## config.mk

```make
export PLATFORM = sky130hd
export DESIGN_NAME = clw_ctrl
export DESIGN_NICKNAME = d
export VERILOG_FILES = /design/src/hdl/clw_pkg.sv /design/src/hdl/clw_ctrl.sv
export SDC_FILE = /design/constraint.sdc
export NUM_CORES = 1
export LEC_CHECK = 0
export ABC_AREA = 0
export BUFFER_PORTS_ARGS = -buffer_cell sky130_fd_sc_hd__clkbuf_2
export CAP_MARGIN = 30
export CORE_MARGIN = 1
export CORE_UTILIZATION = 47
export DETAILED_ROUTE_END_ITERATION = 12
export GPL_TIMING_DRIVEN = 0
export HOLD_SLACK_MARGIN = 0.1
export PLACE_DENSITY = 0.76
export SKIP_LAST_GASP = 1
export SLEW_MARGIN = 30
export SYNTH_ARGS = -nofsm -noshare
export SYNTH_HDL_FRONTEND = slang
export SYNTH_SLANG_ARGS = --single-unit
```

## constraint.sdc

```tcl
create_clock -name clk -period 2.9 [get_ports clk]
set_input_delay 0.29 -clock clk [delete_from_list [all_inputs] [get_ports clk]]
set_output_delay 0.29 -clock clk [all_outputs]
set_load 0.02 [all_outputs]
```

## src/hdl/clw_pkg.sv

```systemverilog
`timescale 1ns / 1ps
// ----------------------------------------------------------------------------
// clw_pkg
// Shared types, command codes and defaults for the circular log.
// ----------------------------------------------------------------------------
package clw_pkg;

	localparam int LOG_ENTRIES_DEF = 1024;
	localparam int ENTRY_BITS_DEF  = 64;

	localparam int DATA_W     = 64;
	localparam int IDX_W      = 10;
	localparam int CNT_PORT_W = 11;

	localparam logic [1:0] CMD_APPEND = 2'd0;
	localparam logic [1:0] CMD_READ   = 2'd1;
	localparam logic [1:0] CMD_MARK   = 2'd2;
	localparam logic [1:0] CMD_CLEAR  = 2'd3;

	typedef struct packed {
		logic [1:0]            cmd;
		logic [DATA_W-1:0]     entry_data;
		logic [IDX_W-1:0]      read_index;
		logic [CNT_PORT_W-1:0] mark_count;
	} in_item_t;

	typedef struct packed {
		logic                  ok;
		logic [DATA_W-1:0]     entry_out;
		logic [CNT_PORT_W-1:0] pending_now;
		logic [CNT_PORT_W-1:0] stored_now;
	} out_item_t;

	// command status handed from the pointer logic to the result stage
	typedef struct packed {
		logic                  ok;
		logic                  rd_hit;
		logic [CNT_PORT_W-1:0] pending;
		logic [CNT_PORT_W-1:0] stored;
	} rsp_stat_t;

endpackage

```

## src/hdl/clw_ctrl.sv

```systemverilog
`timescale 1ns / 1ps
// ----------------------------------------------------------------------------
// clw_ctrl
// Head/tail pointers and counts; decodes each item into a store access.
// ----------------------------------------------------------------------------
module clw_ctrl #(
	parameter int LOG_ENTRIES = clw_pkg::LOG_ENTRIES_DEF,
	localparam int PTR_W      = $clog2(LOG_ENTRIES)
) (
	input  logic                clk,
	input  logic                arst_n,
	input  logic                acc,
	input  clw_pkg::in_item_t   item,
	output logic                mem_we,
	output logic [PTR_W-1:0]    mem_waddr,
	output logic                mem_re,
	output logic [PTR_W-1:0]    mem_raddr,
	output clw_pkg::rsp_stat_t  stat
);
	import clw_pkg::*;

	localparam int CNT_W = $clog2(LOG_ENTRIES + 1);
	localparam int WW    = ((CNT_W > CNT_PORT_W) ? CNT_W : CNT_PORT_W) + 2;

	logic [PTR_W-1:0] head_q, tail_q, head_d, tail_d;
	logic [PTR_W-1:0] head_nxt, tail_nxt;
	logic [CNT_W-1:0] valid_q, unsent_q, valid_d, unsent_d;
	logic [WW-1:0]    idx_w, cnt_w, uns_w, pos;
	logic             rd_ok, rd_hit;
	logic [WW-1:0]    chk_sum;
	logic [PTR_W-1:0] chk_head;

	assign head_nxt  = (head_q == PTR_W'(LOG_ENTRIES - 1)) ? '0 : head_q + 1'b1;
	assign tail_nxt  = (tail_q == PTR_W'(LOG_ENTRIES - 1)) ? '0 : tail_q + 1'b1;
	assign mem_waddr = head_q;

	always_comb begin
		head_d   = head_q;
		tail_d   = tail_q;
		valid_d  = valid_q;
		unsent_d = unsent_q;
		mem_we   = 1'b0;
		mem_re   = 1'b0;
		rd_ok    = 1'b1;
		rd_hit   = 1'b0;
		idx_w    = WW'(item.read_index);
		cnt_w    = WW'(item.mark_count);
		uns_w    = WW'(unsent_q);
		// oldest pending slot plus offset, modulo ring size
		pos = WW'(head_q) + WW'(LOG_ENTRIES) - uns_w + idx_w;
		if (pos >= WW'(LOG_ENTRIES)) begin
			pos = pos - WW'(LOG_ENTRIES);
		end
		mem_raddr = pos[PTR_W-1:0];
		unique case (item.cmd)
			CMD_APPEND: begin
				mem_we = acc;
				head_d = head_nxt;
				if (valid_q == CNT_W'(LOG_ENTRIES)) begin
					tail_d = tail_nxt;
				end else begin
					valid_d = valid_q + 1'b1;
				end
				if (unsent_q != CNT_W'(LOG_ENTRIES)) begin
					unsent_d = unsent_q + 1'b1;
				end
			end
			CMD_READ: begin
				rd_ok  = idx_w < uns_w;
				rd_hit = rd_ok;
				mem_re = acc && rd_ok;
			end
			CMD_MARK: begin
				unsent_d = (cnt_w >= uns_w) ? '0 : CNT_W'(uns_w - cnt_w);
			end
			CMD_CLEAR: begin
				head_d   = '0;
				tail_d   = '0;
				valid_d  = '0;
				unsent_d = '0;
			end
			default: begin
			end
		endcase
	end

	assign stat.ok      = rd_ok;
	assign stat.rd_hit  = rd_hit;
	assign stat.pending = CNT_PORT_W'(unsent_d);
	assign stat.stored  = CNT_PORT_W'(valid_d);

	always_ff @(posedge clk or negedge arst_n) begin
		if (!arst_n) begin
			head_q   <= '0;
			tail_q   <= '0;
			valid_q  <= '0;
			unsent_q <= '0;
		end else if (acc) begin
			head_q   <= head_d;
			tail_q   <= tail_d;
			valid_q  <= valid_d;
			unsent_q <= unsent_d;
		end
	end

	// head must sit valid_count slots past the tail
	always_comb begin
		chk_sum  = WW'(tail_q) + WW'(valid_q);
		chk_head = (chk_sum >= WW'(LOG_ENTRIES)) ?
			PTR_W'(chk_sum - WW'(LOG_ENTRIES)) : PTR_W'(chk_sum);
	end

	a_pending_le_valid: assert property (@(posedge clk) disable iff (!arst_n)
		unsent_q <= valid_q)
		else $error("pending count above stored count");

	a_valid_le_depth: assert property (@(posedge clk) disable iff (!arst_n)
		valid_q <= CNT_W'(LOG_ENTRIES))
		else $error("stored count above ring size");

	a_ring_consistent: assert property (@(posedge clk) disable iff (!arst_n)
		head_q == chk_head)
		else $error("head, tail and stored count disagree");

	a_append_stores: assert property (@(posedge clk) disable iff (!arst_n)
		acc && item.cmd == CMD_APPEND |=> valid_q != '0 && unsent_q != '0)
		else $error("append left log or pending window empty");

	a_clear_empties: assert property (@(posedge clk) disable iff (!arst_n)
		acc && item.cmd == CMD_CLEAR |=> head_q == '0 && valid_q == '0 && unsent_q == '0)
		else $error("clear left state behind");
endmodule

```

Word level (Yosys, flattened, before mapping)
Cells that the tools add are included.
{"block": "op_classes", "add_sub_neg": 8, "n_lt_le_gt_ge": 3, "n_eq_ne": 6, "n_mux": 12, "n_reduce_logical": 4}
{"op": "$mux W11", "n": 3}
{"op": "$pmux W11 S3", "n": 1}
{"op": "$add A11 B1 Y11 const B", "n": 2}
{"op": "$pmux W11 S2", "n": 1}
{"op": "$mux W10", "n": 2}
{"op": "$pmux W10 S2", "n": 1}
{"op": "$add A13 B10 Y13", "n": 1}
{"op": "$ge A13 B11 Y1 const B", "n": 1}
{"op": "$sub A12 B11 Y13", "n": 1}
{"op": "$add A10 B11 Y12 const B", "n": 1}
{"op": "$eq A11 B11 Y1 const B", "n": 1}
{"op": "$ge A11 B11 Y1", "n": 1}
{"op": "$lt A10 B11 Y1", "n": 1}
{"op": "$ne A11 B11 Y1 const B", "n": 1}
{"op": "$sub A11 B11 Y11", "n": 1}
{"op": "$add A10 B1 Y10 const B", "n": 1}
{"op": "$eq A10 B10 Y1 const B", "n": 1}
{"op": "$sub A10 B1 Y10 const B", "n": 1}
{"op": "$eq A2 B2 Y1 const B", "n": 2}
{"op": "$mux W1", "n": 4}
{"op": "$eq A2 B1 Y1 const B", "n": 1}
{"op": "$logic_not A2 Y1", "n": 1}
{"op": "$reduce_and A2 Y1", "n": 1}
{"op": "$reduce_bool A2 Y1", "n": 1}
{"op": "$logic_and A1 B1 Y1", "n": 1}
{"block": "word_totals", "ff_bits": 32, "out_inout_bits": 46, "elab_cells": 36}

Depth between registers and ports, before layout
{"block": "logic_depth", "word_depth": 5, "ltp_mapped": 12, "depth_no_buf": 12}

Worst setup path before layout
OpenSTA, ideal clock, no wires.
{"block": "synth_timing", "path_kind": "reg-to-output", "start": "reg head_q[1], in the netlist mem_waddr[1]", "end": "out mem_raddr[9]", "t_arrival_ps": 2750, "setup_slack_ps": -140, "path_stages_with_launch": 11, "n_path_buf": 0, "cell_sequence": "dfrtp_1 > inv_1 > fa_1 > inv_1 > ha_1 > a21o_1 > a21oi_2 > o21ai_1 > or4_1 > and3_1 > a211oi_2"}
{"block": "synth_between", "elab_chain_len": 5}
{"element": "start: declaration", "line": "clw_ctrl.sv:25", "text": "logic [PTR_W-1:0] head_q, tail_q, head_d, tail_d;"}
{"element": "start signal: assignment", "line": "clw_ctrl.sv:94", "text": "head_q <= '0;"}
{"element": "start signal: assignment", "line": "clw_ctrl.sv:99", "text": "head_q <= head_d;"}
{"element": "$add A10 B11 Y12 (*)", "line": "clw_ctrl.sv:50", "text": "pos = WW'(head_q) + WW'(LOG_ENTRIES) - uns_w + idx_w;"}
{"element": "$sub A12 B11 Y13 (*)", "line": "clw_ctrl.sv:50"}
{"element": "$add A13 B10 Y13 (*)", "line": "clw_ctrl.sv:50"}
{"element": "$ge A13 B11 Y1 or $sub A10 B1 Y10 (tied branches)", "line": "clw_ctrl.sv:51, clw_ctrl.sv:52"}
{"element": "$mux W10 (*)", "line": "clw_ctrl.sv:51", "text": "if (pos >= WW'(LOG_ENTRIES)) begin"}
{"element": "end: declaration", "line": "clw_ctrl.sv:17", "text": "output logic [PTR_W-1:0] mem_raddr,"}
Mark *: on every way between the ends. The rest lies on a longest branch, timed or not.

Worst setup path in the final report
Same ends and word-level chain as after synthesis.

==> results.toml <==
[run_status]
status = "finished with violations"
violations = "setup timing"

[power_and_ir_drop]
ir_worst_vdd_mv = 0.288
power_mw = 2.34
p_per_area_nw_per_um2 = 475
p_leak_nw = 2.27

[placed_design]
dp_hpwl_mm = 7.76
numPortBuffers = 70
place.gp.congestion = 0.914
placed_cells = 658
post-place-ws_ns = -0.248
dpl-instance-area_um2 = 4290

[cells_and_area]
fin_nets = 729
syn_to_final_growth_pct = 29.4
stdcell_area_um2 = 4920
drive_above_1_share_pct = 32.0
antenna_cells = 0
instances_no_fill = 693

[logic_synthesis]
synth_cell_types = 64
synth.avg_cell_area_um2 = 7.82
yosysSeqAreaShare_pct = 21.1
synth-seq-cells = 32
ys_warn_count = 0
synth_edf_count = 0
ys_async_sr_fraction_pct = 100
synth.cell_area_um2 = 3800
synthFlopType = "dfrtp_1"
syn_nets = 625
synth_cells = 486

[critical_path]
r2r_start = "unsent_q[0]"
arrival_ns = 3.02
crit_start = "mem_waddr[1]"
crit_required_ns = 2.61
crit_path_end_kind = "primary output"
max_stage_delay_ns = 0.56
path_delay_family = "adder cells"
critical_path_class = "register to primary output"
crit_top_cell = "inv_2"
cp-start-kind = "register"
rr_endpoint = "unsent_q[8]"
critPathBufInv = 3
critical_path.slowest_cell = "fa_1"
r2r_slack_ns = 0.61
path_cells = "inv_2 > fa_1 > inv_2 > ha_4 > a21o_1 > a21oi_2 > o21ai_2 > or4_4 > and3_4 > a211oi_4 > clkbuf_8"
cp_max_fo = 2
ff2ff_path_depth = 10

[global_routing]
grt_max_degree = 33
grt_overflow = 0
grt_first_pass_wirelength_mm = 17.3
grt_antenna_before_repair = 0
grt_pass1_vias = 3715
grt_usage_pct = 25.6

[cts]
path_clk_slew_ns = 0.08
numClockSinks = 32
root_buffer = "clkbuf_8"
insertion_delay_ns = 0.29
cts_tree = "yes"
cts_max_path_buffers = 2
cts_buffers = 5
htreeDepth = 2

[routing]
via_per_inst = 5.73
vias = 3970
drt-total-wl_mm = 11.1
routedWlPerCell_um = 16.1
drcViolationCount = 0
first_pass_iters = 5
ant_nets = 0
drt-initial-drc-count = 348

[floorplan]
initial_core_util_pct = 49.0
fp-row-count = 32
die_x_um = 91.9
core_area_um2 = 7770
num_io_pins = 136
die_y_um = 91.9
fp.dieArea_um2 = 8450

[sta]
finalCritPeriodShare_pct = 114
final.min_clock_period_ns = 3.31
hold_slack_ns = 0.102
rsz0062_at_grt = "yes"
skew_ns = 0.00584
worst_pin_slew_ns = 0.851
fmax_mhz = 302
final-max-slew-violation-count = 0
maxSlewHeadroom_pct = 43.3
fin_ws_ns = -0.410
hold_violations = 0
finalSetupViolCount = 6

[job]
cap_violations = 0

[hold_path]
min_path_type = "input pin to async pin"
cell usage after synthesis, types with 6 or more instances:
cell	n	share of area [%]
o31ai_1	7	1.4
o21ai_1	17	2.2
dfrtp_1	32	21
nand3_1	12	1.6
and3_1	6	0.99
fa_1	10	5.3
nand4_1	12	2.0
nand2_1	29	2.9
xor2_1	7	1.6
clkbuf_1	8	0.79
a21o_1	6	1.2
nor2_1	43	4.2
o21ai_0	46	6.1
nor3_1	9	1.2
ha_1	39	13
xnor2_1	19	4.4
inv_1	68	6.7
a21oi_1	21	2.8
nand2b_1	9	1.5
flip-flops by register name, summed over array words and instances (netlist names):
signal,count
valid_q,11
mem_waddr,10
unsent_q,11
cells by family (layout without fill, tap and decap cells):
group,after synthesis,count (layout),share of synthesized area (%)
xor+xnor,26,26,5.99
mux,8,8,2.20
flops,32,32,21.1
simple gates,149,149,20.3
fa+ha+maj,49,49,18.1
compound gates,134,134,22.8
buf+inv,88,193,9.48
layout make-up:
type | instances | area, um^2
tap | 102 | 128
sequential | 32 | 813
inverter | 71 | 267
fill | 669 | 2850
clock buffer | 6 | 82.6
multi-input combinational | 366 | 2930
clock inverter | 2 | 10.0
timing repair buffer | 97 | 592
buffer | 17 | 97.6
power breakdown:
| part | total (mW) | internal, mW | switching, mW | leakage [nW] |
|---|---|---|---|---|
| sequential | 0.523 | 0.486 | 0.0372 | 0.422 |
| clock | 0.375 | 0.190 | 0.185 | 0.0510 |
| combinational | 1.44 | 0.637 | 0.803 | 1.79 |
worst max path at each step:
stage	to	cells after the start
after global routing	mem_raddr[9]	11
after CTS	mem_raddr[9]	10
after floorplan	mem_raddr[9]	10
final	mem_raddr[9]	11
after global placement	mem_raddr[9]	10
after detailed placement	mem_raddr[9]	10
through the flow:
step | setup TNS (ns) | utilization (%)
after floorplan | -0.0164 | -
after global placement | -0.382 | 55.2
after detailed placement | -0.522 | 55.2
after CTS | -0.887 | 59.9
after global routing | -1.89 | 63.4
final | -1.00 | 63.4
placed cells by master (no fill, tap or decap), drive strengths merged, types with 3 or more instances in the layout:
| master | netlist | final |
|---|---|---|
| fa | 10 | 10 |
| o21ai | 63 | 63 |
| nand3b | 3 | 3 |
| xnor2 | 19 | 19 |
| o31ai | 8 | 8 |
| clkbuf | 9 | 78 |
| a21oi | 24 | 24 |
| nor2 | 43 | 43 |
| and2 | 3 | 3 |
| a31oi | 6 | 6 |
| mux2 | 3 | 3 |
| a21o | 6 | 6 |
| nand4 | 12 | 12 |
| a211oi | 4 | 4 |
| nor4 | 7 | 7 |
| mux2i | 5 | 5 |
| or3 | 3 | 3 |
| dfrtp | 32 | 32 |
| buf | 8 | 42 |
| a22oi | 4 | 4 |
| nand2b | 9 | 9 |
| nor3 | 9 | 9 |
| nand3 | 13 | 13 |
| inv | 69 | 69 |
| nor2b | 4 | 4 |
| xor2 | 7 | 7 |
| nand2 | 29 | 29 |
| ha | 39 | 39 |
| and3 | 6 | 6 |
| clkinv | 2 | 4 |
repair_timing:
action,CTS,global route
pin swaps,19,26
setup buffers,14,13
resized for setup,42,45
gates cloned,1,0
hold buffers,0,0
setup endpoints to repair,13,18
worst register-to-register path, cell delays in order (launching register included):
cell and delay [ns]:
dfrtp_2 0.44, inv_2 0.08, ha_4 0.13, inv_2 0.04
fa_2 0.37, a211oi_4 0.28, o21bai_2 0.11, a211oi_2 0.20
o21bai_1 0.11, xnor2_1 0.25, o221ai_1 0.15
routing by layer:
metal	track usage, %	share of wire [%]	vias to the layer above
met5	0	0	-
met4	8.98	2.9	0
met3	3.98	6.1	32
met2	44.0	48	163
met1	32.4	43	1870
li1	-	-	1905
No activity file was read; power rests on OpenSTA's default activity.
